[src/nstt_pkg.sv]
package nstt_pkg;

    localparam int DEFAULT_TABLE_SLOTS = 16;
    localparam logic [26:0] TIMEOUT_RESET = 27'd15000;

    typedef enum logic [2:0] {
        KIND_ACCEPTED = 3'd0,
        KIND_FULL     = 3'd1,
        KIND_BADCHECK = 3'd2,
        KIND_REPORT   = 3'd3,
        KIND_EVICT    = 3'd4,
        KIND_SUMMARY  = 3'd5
    } kind_t;

    typedef enum logic [3:0] {
        ST_IDLE,
        ST_LOOKUP,
        ST_UPDATE,
        ST_PLAIN,
        ST_SWEEP,
        ST_SWEEP_OUT,
        ST_SUMMARY,
        ST_WAIT
    } state_t;

    // Controller to datapath
    typedef struct packed {
        logic   load;
        logic   scan_clear;
        logic   scan_step;
        logic   update;
        logic   sweep_emit;
        logic   plain_emit;
        kind_t  plain_kind;
        logic   count_reject;
        logic   count_accept;
    } dp_cmd_t;

    // Datapath to controller
    typedef struct packed {
        logic is_sweep;
        logic check_ok;
        logic scan_done;
        logic found;
        logic free_found;
        logic cur_active;
        logic out_busy;
    } dp_status_t;

endpackage

[src/nstt_ctrl.sv]
module nstt_ctrl
    import nstt_pkg::*;
(
    input  logic       clk,
    input  logic       rst_n,
    input  logic       in_fire,
    input  dp_status_t status,
    output logic       in_ready,
    output dp_cmd_t    cmd
);

    state_t state_reg, state_next;

    // Advance state
    always_ff @(posedge clk or negedge rst_n)
    begin
        if (!rst_n)
            state_reg <= ST_IDLE;
        else
            state_reg <= state_next;
    end

    // Next state
    always_comb
    begin
        state_next = state_reg;
        unique case (state_reg)
            ST_IDLE:
            begin
                if (in_fire)
                    state_next = ST_WAIT;
            end
            ST_WAIT:
            begin
                if (status.is_sweep)
                    state_next = ST_SWEEP;
                else if (!status.check_ok)
                    state_next = ST_PLAIN;
                else
                    state_next = ST_LOOKUP;
            end
            ST_LOOKUP:
            begin
                if (status.scan_done)
                    state_next = (status.found || status.free_found) ? ST_UPDATE : ST_PLAIN;
            end
            ST_UPDATE:
            begin
                if (!status.out_busy)
                    state_next = ST_IDLE;
            end
            ST_PLAIN:
            begin
                if (!status.out_busy)
                    state_next = ST_IDLE;
            end
            ST_SWEEP:
            begin
                if (status.scan_done)
                    state_next = ST_SUMMARY;
                else if (status.cur_active)
                    state_next = ST_SWEEP_OUT;
            end
            ST_SWEEP_OUT:
            begin
                if (!status.out_busy)
                    state_next = ST_SWEEP;
            end
            ST_SUMMARY:
            begin
                if (!status.out_busy)
                    state_next = ST_IDLE;
            end
            default: state_next = ST_IDLE;
        endcase
    end

    // Outputs
    always_comb
    begin
        cmd = '0;
        cmd.plain_kind = KIND_SUMMARY;
        in_ready = 1'b0;
        unique case (state_reg)
            ST_IDLE:
            begin
                in_ready = 1'b1;
                cmd.load = in_fire;
            end
            ST_WAIT:
            begin
                cmd.scan_clear = 1'b1;
                cmd.count_reject = !status.is_sweep && !status.check_ok;
                cmd.count_accept = !status.is_sweep && status.check_ok;
            end
            ST_LOOKUP:
            begin
                cmd.scan_step = !status.scan_done;
            end
            ST_UPDATE:
            begin
                cmd.update = !status.out_busy;
            end
            ST_PLAIN:
            begin
                cmd.plain_emit = !status.out_busy;
                cmd.plain_kind = status.check_ok ? KIND_FULL : KIND_BADCHECK;
            end
            ST_SWEEP:
            begin
                cmd.scan_step = !status.scan_done && !status.cur_active;
            end
            ST_SWEEP_OUT:
            begin
                cmd.sweep_emit = !status.out_busy;
                cmd.scan_step = !status.out_busy;
            end
            ST_SUMMARY:
            begin
                cmd.plain_emit = !status.out_busy;
                cmd.plain_kind = KIND_SUMMARY;
            end
            default: ;
        endcase
    end

`ifndef NO_ASSERTIONS
    a_cmd_excl: assert property (@(posedge clk) disable iff (!rst_n)
        !(cmd.update && cmd.sweep_emit) && !(cmd.update && cmd.plain_emit))
        else $error("conflicting emit commands");
    a_ready_idle: assert property (@(posedge clk) disable iff (!rst_n)
        in_fire |=> !in_ready)
        else $error("ready after accept");
    a_load_fire: assert property (@(posedge clk) disable iff (!rst_n)
        cmd.load |-> in_fire)
        else $error("load without transfer");
`endif

endmodule

[config.mk]
export PLATFORM = sky130hd
export DESIGN_NAME = nstt_ctrl
export DESIGN_NICKNAME = d
export VERILOG_FILES = /design/src/nstt_pkg.sv /design/src/nstt_ctrl.sv
export SDC_FILE = /design/constraint.sdc
export NUM_CORES = 1
export LEC_CHECK = 0
export BUFFER_PORTS_ARGS = -buffer_cell sky130_fd_sc_hd__buf_4
export CAP_MARGIN = 20
export CELL_PAD_IN_SITES_DETAIL_PLACEMENT = 1
export CELL_PAD_IN_SITES_GLOBAL_PLACEMENT = 1
export CORE_AREA = 2 2 40 42
export CTS_CLUSTER_DIAMETER = 120
export CTS_CLUSTER_SIZE = 10
export DETAILED_ROUTE_END_ITERATION = 10
export DIE_AREA = 0 0 42 44
export PLACE_DENSITY_LB_ADDON = 0.1
export SLEW_MARGIN = 20
export SYNTH_ARGS = -nofsm -noshare
export SYNTH_HDL_FRONTEND = slang
export SYNTH_SLANG_ARGS = --single-unit
[constraint.sdc]
create_clock -name clk -period 2.4 [get_ports clk]
set_clock_uncertainty 0.2 [all_clocks]
set_input_delay 0.24 -clock clk [delete_from_list [all_inputs] [get_ports clk]]
set_output_delay 0.24 -clock clk [all_outputs]
set_load 0.02 [all_outputs]
======== After elaboration in Yosys (flattened, before gate mapping) ========
Index checks and enable logic that the tools add are counted.
W data, S select, Z words.
cells by class
  equality and inequality tests ........... 12
  muxes and demuxes ....................... 19
  reductions and logical operators ........ 12
operators by type and width
  operator              number
  $mux W4               6
  $pmux W4 S6           1
  $eq A4 B3 Y1 const B  4
  $eq A4 B2 Y1 const B  2
  $ne A2 B2 Y1 const B  4
  $pmux W4 S2           1
  $mux W1               6
  $mux W2               3
  $logic_not A1 Y1      5
  $reduce_and A5 Y1     1
  $eq A4 B1 Y1 const B  1
  $logic_not A4 Y1      1
  $logic_and A1 B1 Y1   3
  $mux W3               1
  $ne A3 B3 Y1 const B  1
  $pmux W1 S3           1
  $reduce_or A3 Y1      1
  $logic_or A1 B1 Y1    1
storage, ports and cells
  register bits after elaboration ......... 4
  input bits .............................. 10
  logic and storage cells ................. 44

======== Longest topological paths before layout ========
Gate-level depths: netlist of the first run.
  depth after elaboration ................. 4
  mapped depth ............................ 5

======== Worst setup path before layout of the first run ========
Ideal clock, no wire load.
  path kind ............................... register to output
  start ................................... register state_reg[0]
  end ..................................... output port cmd[10] in the netlist's numbering
  arrival ................................. 1.441 ns
  data required time ...................... 1.960 ns
  path slack .............................. 0.519 ns
  stages on the path, launching flop included .. 4
  cell sequence ........................... dfrtp_1 buf_4 nor3_1 and2_1
RTL lines
  item                    line             source
  start, declared         nstt_ctrl.sv:12  state_t state_reg, state_next;
  start signal, assigned  nstt_ctrl.sv:20  state_reg <= state_next;
  end, declared           nstt_ctrl.sv:9   output dp_cmd_t cmd

==> results.py, run 1 <==
metrics = {
    "synthesis": {
        "synth.avg_cell_area_um2": 7.64,
        "synth_top_cell_by_area": "dfrtp_1",
        "ys_ff_latch": 3,
        "synth_fa_ha_area_frac": 0,
        "async_flop_share": 1.00,
        "synth_warnings": 0,
        "synth.area.top_cells": "dfrtp_1, a21oi_1, o21ai_0, nor3_1, a2111oi_2",
        "ys.flop_type": "dfrtp_1",
        "ys_seq_area_frac": 0.214,
        "synthSimpleGateAreaFrac": 0.374,
        "synthCells": 46,
        "synth_top_family_by_area": "simple AND/OR/NAND/NOR gates",
        "synth_edf_count": 0,
        "synth_cell_types": 27,
        "synth_compound_area_frac": 0.235,
        "synth_xor_area_frac": 0,
        "yosysTopAreaCellShare": 0.214,
        "syn-num-nets": 56,
        "syn-cell-area_um2": 352,
        "synthMuxAreaShare": 0.0605,
    },
    "clock_tree": {
        "cts.sinks": 3,
        "clock_latency_ns": 0.23,
        "cts_tree": "yes",
        "cts_root_buf": "clkbuf_4",
        "clkSlewWorstSetupHoldPaths_ns": 0.04,
        "ctsResizeCount": 0,
        "cts_buffers": 3,
        "ctsLongestPathBuffers": 2,
        "htreeDepth": 1,
    },
    "drt": {
        "drcViolationCount": 0,
        "drt_iter0_drc": 5,
        "drt_wl_total_mm": 1.01,
        "firstDrtPassIters": 2,
        "viasPerCell": 4.87,
        "wl_per_cell_um": 11.8,
        "antenna_left": 0,
        "num_vias": 419,
    },
    "worst_setup_path": {
        "crit_chain": "or3b_1, a211oi_2, or2_2, buf_4",
        "timing_worst_setup_path_type": "reg -> out",
        "required_ns": 1.96,
        "cp_num_buf_inv": 1,
        "critical_path.top_delay_family": "simple AND/OR/NAND/NOR gates",
        "worstSetupStartpointType": "register",
        "crit_path_top_delay_cell": "dfrtp_1",
        "cp_max_fo": 16,
        "cp.arrival_ns": 1.77,
        "critPathMaxStageDelay_ns": 0.52,
        "critPathCaptureType": "output port",
    },
    "sta": {
        "fmax_ghz": 0.453,
        "hold_violations": 0,
        "worst_slew_pin_slew_ns": 0.420,
        "slew_headroom": 0.720,
        "finalSetupViolCount": 0,
        "setup_tns_ns": 0,
        "finalCritPeriodShare": 0.920,
        "fin_crit_ns": 2.21,
        "rsz0062_at_grt": "no",
        "slew_violations": 0,
    },
    "cells_and_area": {
        "final_common_cell": "buf_4",
        "syn_to_final_growth_pct": 55.5,
        "fillers": 193,
        "multi_input_area_um2": 235,
        "nNetsFinal": 81,
        "final_cell_mix": "buf_4, nand2_1, inv_1, a21oi_1, o21ai_0",
        "largest_reg_flops": 3,
        "final_cells": 86,
        "seq_area_um2": 75.1,
        "drive_above_1_share": 0.457,
        "antennaDiodeCount": 0,
        "post-route-util": 0.385,
    },
    "floorplan": {
        "rows": 14,
        "die_w_um": 42,
        "core_um2": 1420,
        "die_area_um2": 1850,
        "io_pins": 22,
        "floorplan.initialDensity": 0.248,
        "die_h_um": 44,
    },
    "global_route": {
        "grt_overflow": 0,
        "antenna_found_initial": 0,
        "grt_pass1_vias": 387,
        "grt_max_degree": 17,
        "grt_pass1_wl_mm": 1.71,
        "grt_usage": 0.118,
    },
    "pwr": {
        "ir_drop_mv": 0.575,
        "leakage_uw": 0.000269,
        "cellPowerDensity_nw_per_um2": 1200,
    },
    "run_status": {
        "status": "finished, final reports clean",
    },
    "placed_design": {
        "place.gp.congestion": 0.669,
        "dp_cells": 81,
        "io_buffers": 21,
        "dpl.hpwl_um": 783,
    },
    "worst_hold_path": {
        "hold_path_class": "in -> reg",
    },
    "run": {
        "max_cap_violations": 0,
    },
}
[report_power, final]
group	switching [uW]	internal (uW)
registers	70.3	78.2
clock network	26.0	62.3
logic	213	206
[worst reg2reg max path, cell delays in order (launching register included)]
cell and delay [ns]:
dfrtp_1 0.52, nand3b_1 0.18, o21ai_0 0.12, a2111oi_2 0.49
mux2_2 0.38
[per-layer routing]
layer / GRT usage / part of all wire / vias up / wire, um
li1: - / - / 212 / -
met1: 0.155 / 0.45 / 193 / 455
met2: 0.200 / 0.47 / 14 / 476
met3: 0.0292 / 0.079 / 0 / 80
met4: 0.0194 / 0 / 0 / 0
met5: 0 / 0 / - / 0
[kinds of logic (layout without fill, tap and decap cells)]
| logic type | after synthesis | in the layout |
|---|---|---|
| AOI/OAI and AO/OA | 12 | 12 |
| buffers and inverters | 7 | 31 |
| DFF | 3 | 3 |
| muxes | 2 | 2 |
| and+or+nand+nor | 22 | 22 |
[stage by stage]
stage	power, uW	instance area (um^2)	setup WS, ns	hold WS (ns)
6_report	656	547	0.193	0.134
5_1_grt	723	547	0.0731	0.172
4_1_cts	669	547	0.162	0.130
3_5_place_dp	577	510	0.372	-0.169
3_3_place_gp	571	510	0.420	-0.168
2_1_floorplan	457	352	0.519	-0.256
[cells in the mapped netlist, drive strengths merged, types with 2 or more instances]
| master | n |
|---|---|
| buf | 3 |
| or2b | 2 |
| dfrtp | 3 |
| a21oi | 4 |
| or3 | 2 |
| nand2 | 4 |
| inv | 4 |
| nor3b | 2 |
| nor3 | 3 |
| o21ai | 4 |
| or2 | 2 |
[repair_timing]
item,in CTS,in global routing
hold buffers,1,0
hold endpoints to repair,3,0
setup buffers,0,0
[final timing paths]
path	startpoint	to	slack, ns	cells past startpoint
max in group asynchronous	rst_n	state_reg[1]	1.73	2
min	in_fire	state_reg[2]	0.13	3
min in group asynchronous	rst_n	state_reg[2]	0.18	2
max	state_reg[0]	cmd[8]	0.19	4
min reg2reg	state_reg[1]	state_reg[2]	0.52	3
max reg2reg	state_reg[0]	state_reg[0]	0.40	4
[final cells by class]
cell class / count / share of cell area
clock buffer: 4 / 0.0481
inverter: 4 / 0.0275
multi-input combinational: 36 / 0.430
sequential: 3 / 0.137
tap: 16 / 0.0366
timing repair buffer: 23 / 0.320
Power figures use the tool's default switching activity.
==> run 2, diff against run 1 <==
CORE_AREA = 2 2 39 41   (was 2 2 40 42)
DIE_AREA = 0 0 41 43   (was 0 0 42 44)
clock period = 2.6 ns   (was 2.4 ns; I/O delays follow)
==> run 2 against run 1 <==
- utilization grew 0.43 points
- critical path depth did not move
- critical endpoint unchanged
- worst setup slack better by 0.16 ns
- hold slack improved by 0.020 ns
- combinational power fell by 15%
==> results.py, run 2 (same netlist as run 1, synthesis figures left out) <==
metrics = {
    "worst_setup_path": {
        "critPathMaxStageDelay_ns": 0.59,
        "crit_path_top_delay_cell": "dfrtp_1",
        "crit_chain": "or3b_1, a211oi_2, or2_2, buf_4",
        "cp_max_fo": 16,
        "critical_path.top_delay_family": "flip-flops",
        "cp_num_buf_inv": 1,
        "critPathCaptureType": "output port",
        "worstSetupStartpointType": "register",
        "required_ns": 2.14,
        "cp.arrival_ns": 1.79,
        "timing_worst_setup_path_type": "reg -> out",
    },
    "drt": {
        "antenna_left": 0,
        "drt_wl_total_um": 938,
        "viasPerCell": 4.67,
        "firstDrtPassIters": 1,
        "drcViolationCount": 0,
        "drt_iter0_drc": 0,
        "num_vias": 397,
        "wl_per_cell_um": 11.0,
    },
    "cells_and_area": {
        "fillers": 170,
        "final_common_cell": "buf_4",
        "final_cells": 85,
        "final_cell_mix": "buf_4, nand2_1, inv_1, a21oi_1, o21ai_0",
        "drive_above_1_share": 0.449,
        "post-route-util": 0.390,
        "nNetsFinal": 80,
        "syn_to_final_growth_pct": 53.4,
        "antennaDiodeCount": 0,
        "largest_reg_flops": 3,
    },
    "placed_design": {
        "io_buffers": 21,
        "dpl.hpwl_um": 710,
        "place.gp.congestion": 0.698,
        "dp_cells": 80,
    },
    "clock_tree": {
        "ctsLongestPathBuffers": 2,
        "cts_tree": "yes",
        "clkSlewWorstSetupHoldPaths_ns": 0.04,
        "clock_latency_ns": 0.23,
        "cts_root_buf": "clkbuf_4",
        "cts.sinks": 3,
        "cts_buffers": 3,
        "htreeDepth": 1,
    },
    "floorplan": {
        "io_pins": 22,
        "floorplan.initialDensity": 0.254,
        "rows": 14,
        "die_h_um": 43,
        "die_area_um2": 1760,
        "die_w_um": 41,
        "core_um2": 1380,
    },
    "global_route": {
        "grt_pass1_vias": 380,
        "grt_usage": 0.128,
        "met1_usage": 0.151,
        "grt_pass1_wl_mm": 1.50,
        "grt_max_degree": 17,
        "antenna_found_initial": 0,
        "met2_usage": 0.184,
        "grt_overflow": 0,
        "use_met3": 0.0314,
        "grt-busiest-layer": "met2",
    },
    "pwr": {
        "cellPowerDensity_nw_per_um2": 1100,
        "leakage_uw": 0.000264,
        "ir_drop_mv": 0.647,
    },
    "sta": {
        "slew_violations": 0,
        "fmax_ghz": 0.444,
        "finalSetupViolCount": 0,
        "finalCritPeriodShare": 0.866,
        "worst_slew_pin_slew_ns": 0.429,
        "slew_headroom": 0.714,
        "rsz0062_at_grt": "no",
        "hold_violations": 0,
        "setup_tns_ns": 0,
        "fin_crit_ns": 2.25,
    },
    "worst_hold_path": {
        "hold_path_class": "in -> async",
    },
    "run": {
        "max_cap_violations": 0,
    },
    "run_status": {
        "status": "finished, final reports clean",
    },
}
run 2: cell count changes in the layout (fill, tap and decap cells not counted), sizes merged:
| cell | before | now |
|---|---|---|
| buf | 22 | 21 |
run 2: area by class of cell:
class / instances / area [um^2] / area share
Clock buffer: 4 / 26.3 / 0.0487
Tap cell: 16 / 20.0 / 0.0371
Sequential cell: 3 / 75.1 / 0.139
Inverter: 4 / 15.0 / 0.0278
Multi-Input combinational cell: 36 / 235 / 0.436
Timing Repair Buffer: 22 / 168 / 0.311
run 2: through the flow:
stage | power (uW) | setup WS (ns) | area [um^2] | hold WS, ns
4_1_cts | 602 | 0.332 | 539 | 0.144
3_5_place_dp | 515 | 0.588 | 503 | -0.149
2_1_floorplan | 422 | 0.699 | 352 | -0.236
3_3_place_gp | 517 | 0.579 | 503 | -0.150
6_report | 592 | 0.349 | 539 | 0.155
5_1_grt | 644 | 0.224 | 539 | 0.175
run 2: layer usage:
metal,vias to the layer above,part of all wire
met4,0,0
met2,10,0.46
met3,0,0.048
li1,210,-
met5,-,0
met1,177,0.49
run 2: worst paths after layout:
kind | startpoint | slack, ns | cells past startpoint | endpoint
worst max-delay path | state_reg[2] | 0.35 | 4 | cmd[8]
worst min-delay path | rst_n | 0.15 | 2 | state_reg[2]
worst max register to register | state_reg[1] | 0.60 | 4 | state_reg[0]
worst min register to register | state_reg[1] | 0.54 | 3 | state_reg[2]
max in group asynchronous | rst_n | 1.95 | 2 | state_reg[0]
min in group clk | in_fire | 0.18 | 3 | state_reg[2]
run 2: where the power goes:
group / total, uW / internal (uW) / switching (uW)
Sequential: 153 / 71.8 / 80.9
Combinational: 358 / 180 / 178
Clock: 80.5 / 57.4 / 23.1
Total: 592 / 310 / 282
run 2: worst register-to-register path, delay by kind of cell (launching register included):
family,cells,cell delay (ns)
mux,1,0.38
buf+inv,1,0.20
flops,1,0.47
compound gates,2,0.62
run 2: repair_timing:
item                                   CTS  global route
hold buffers                             1             0
setup buffers                            0             0
resized for setup                        0             0
endpoints found under the hold margin    3             0
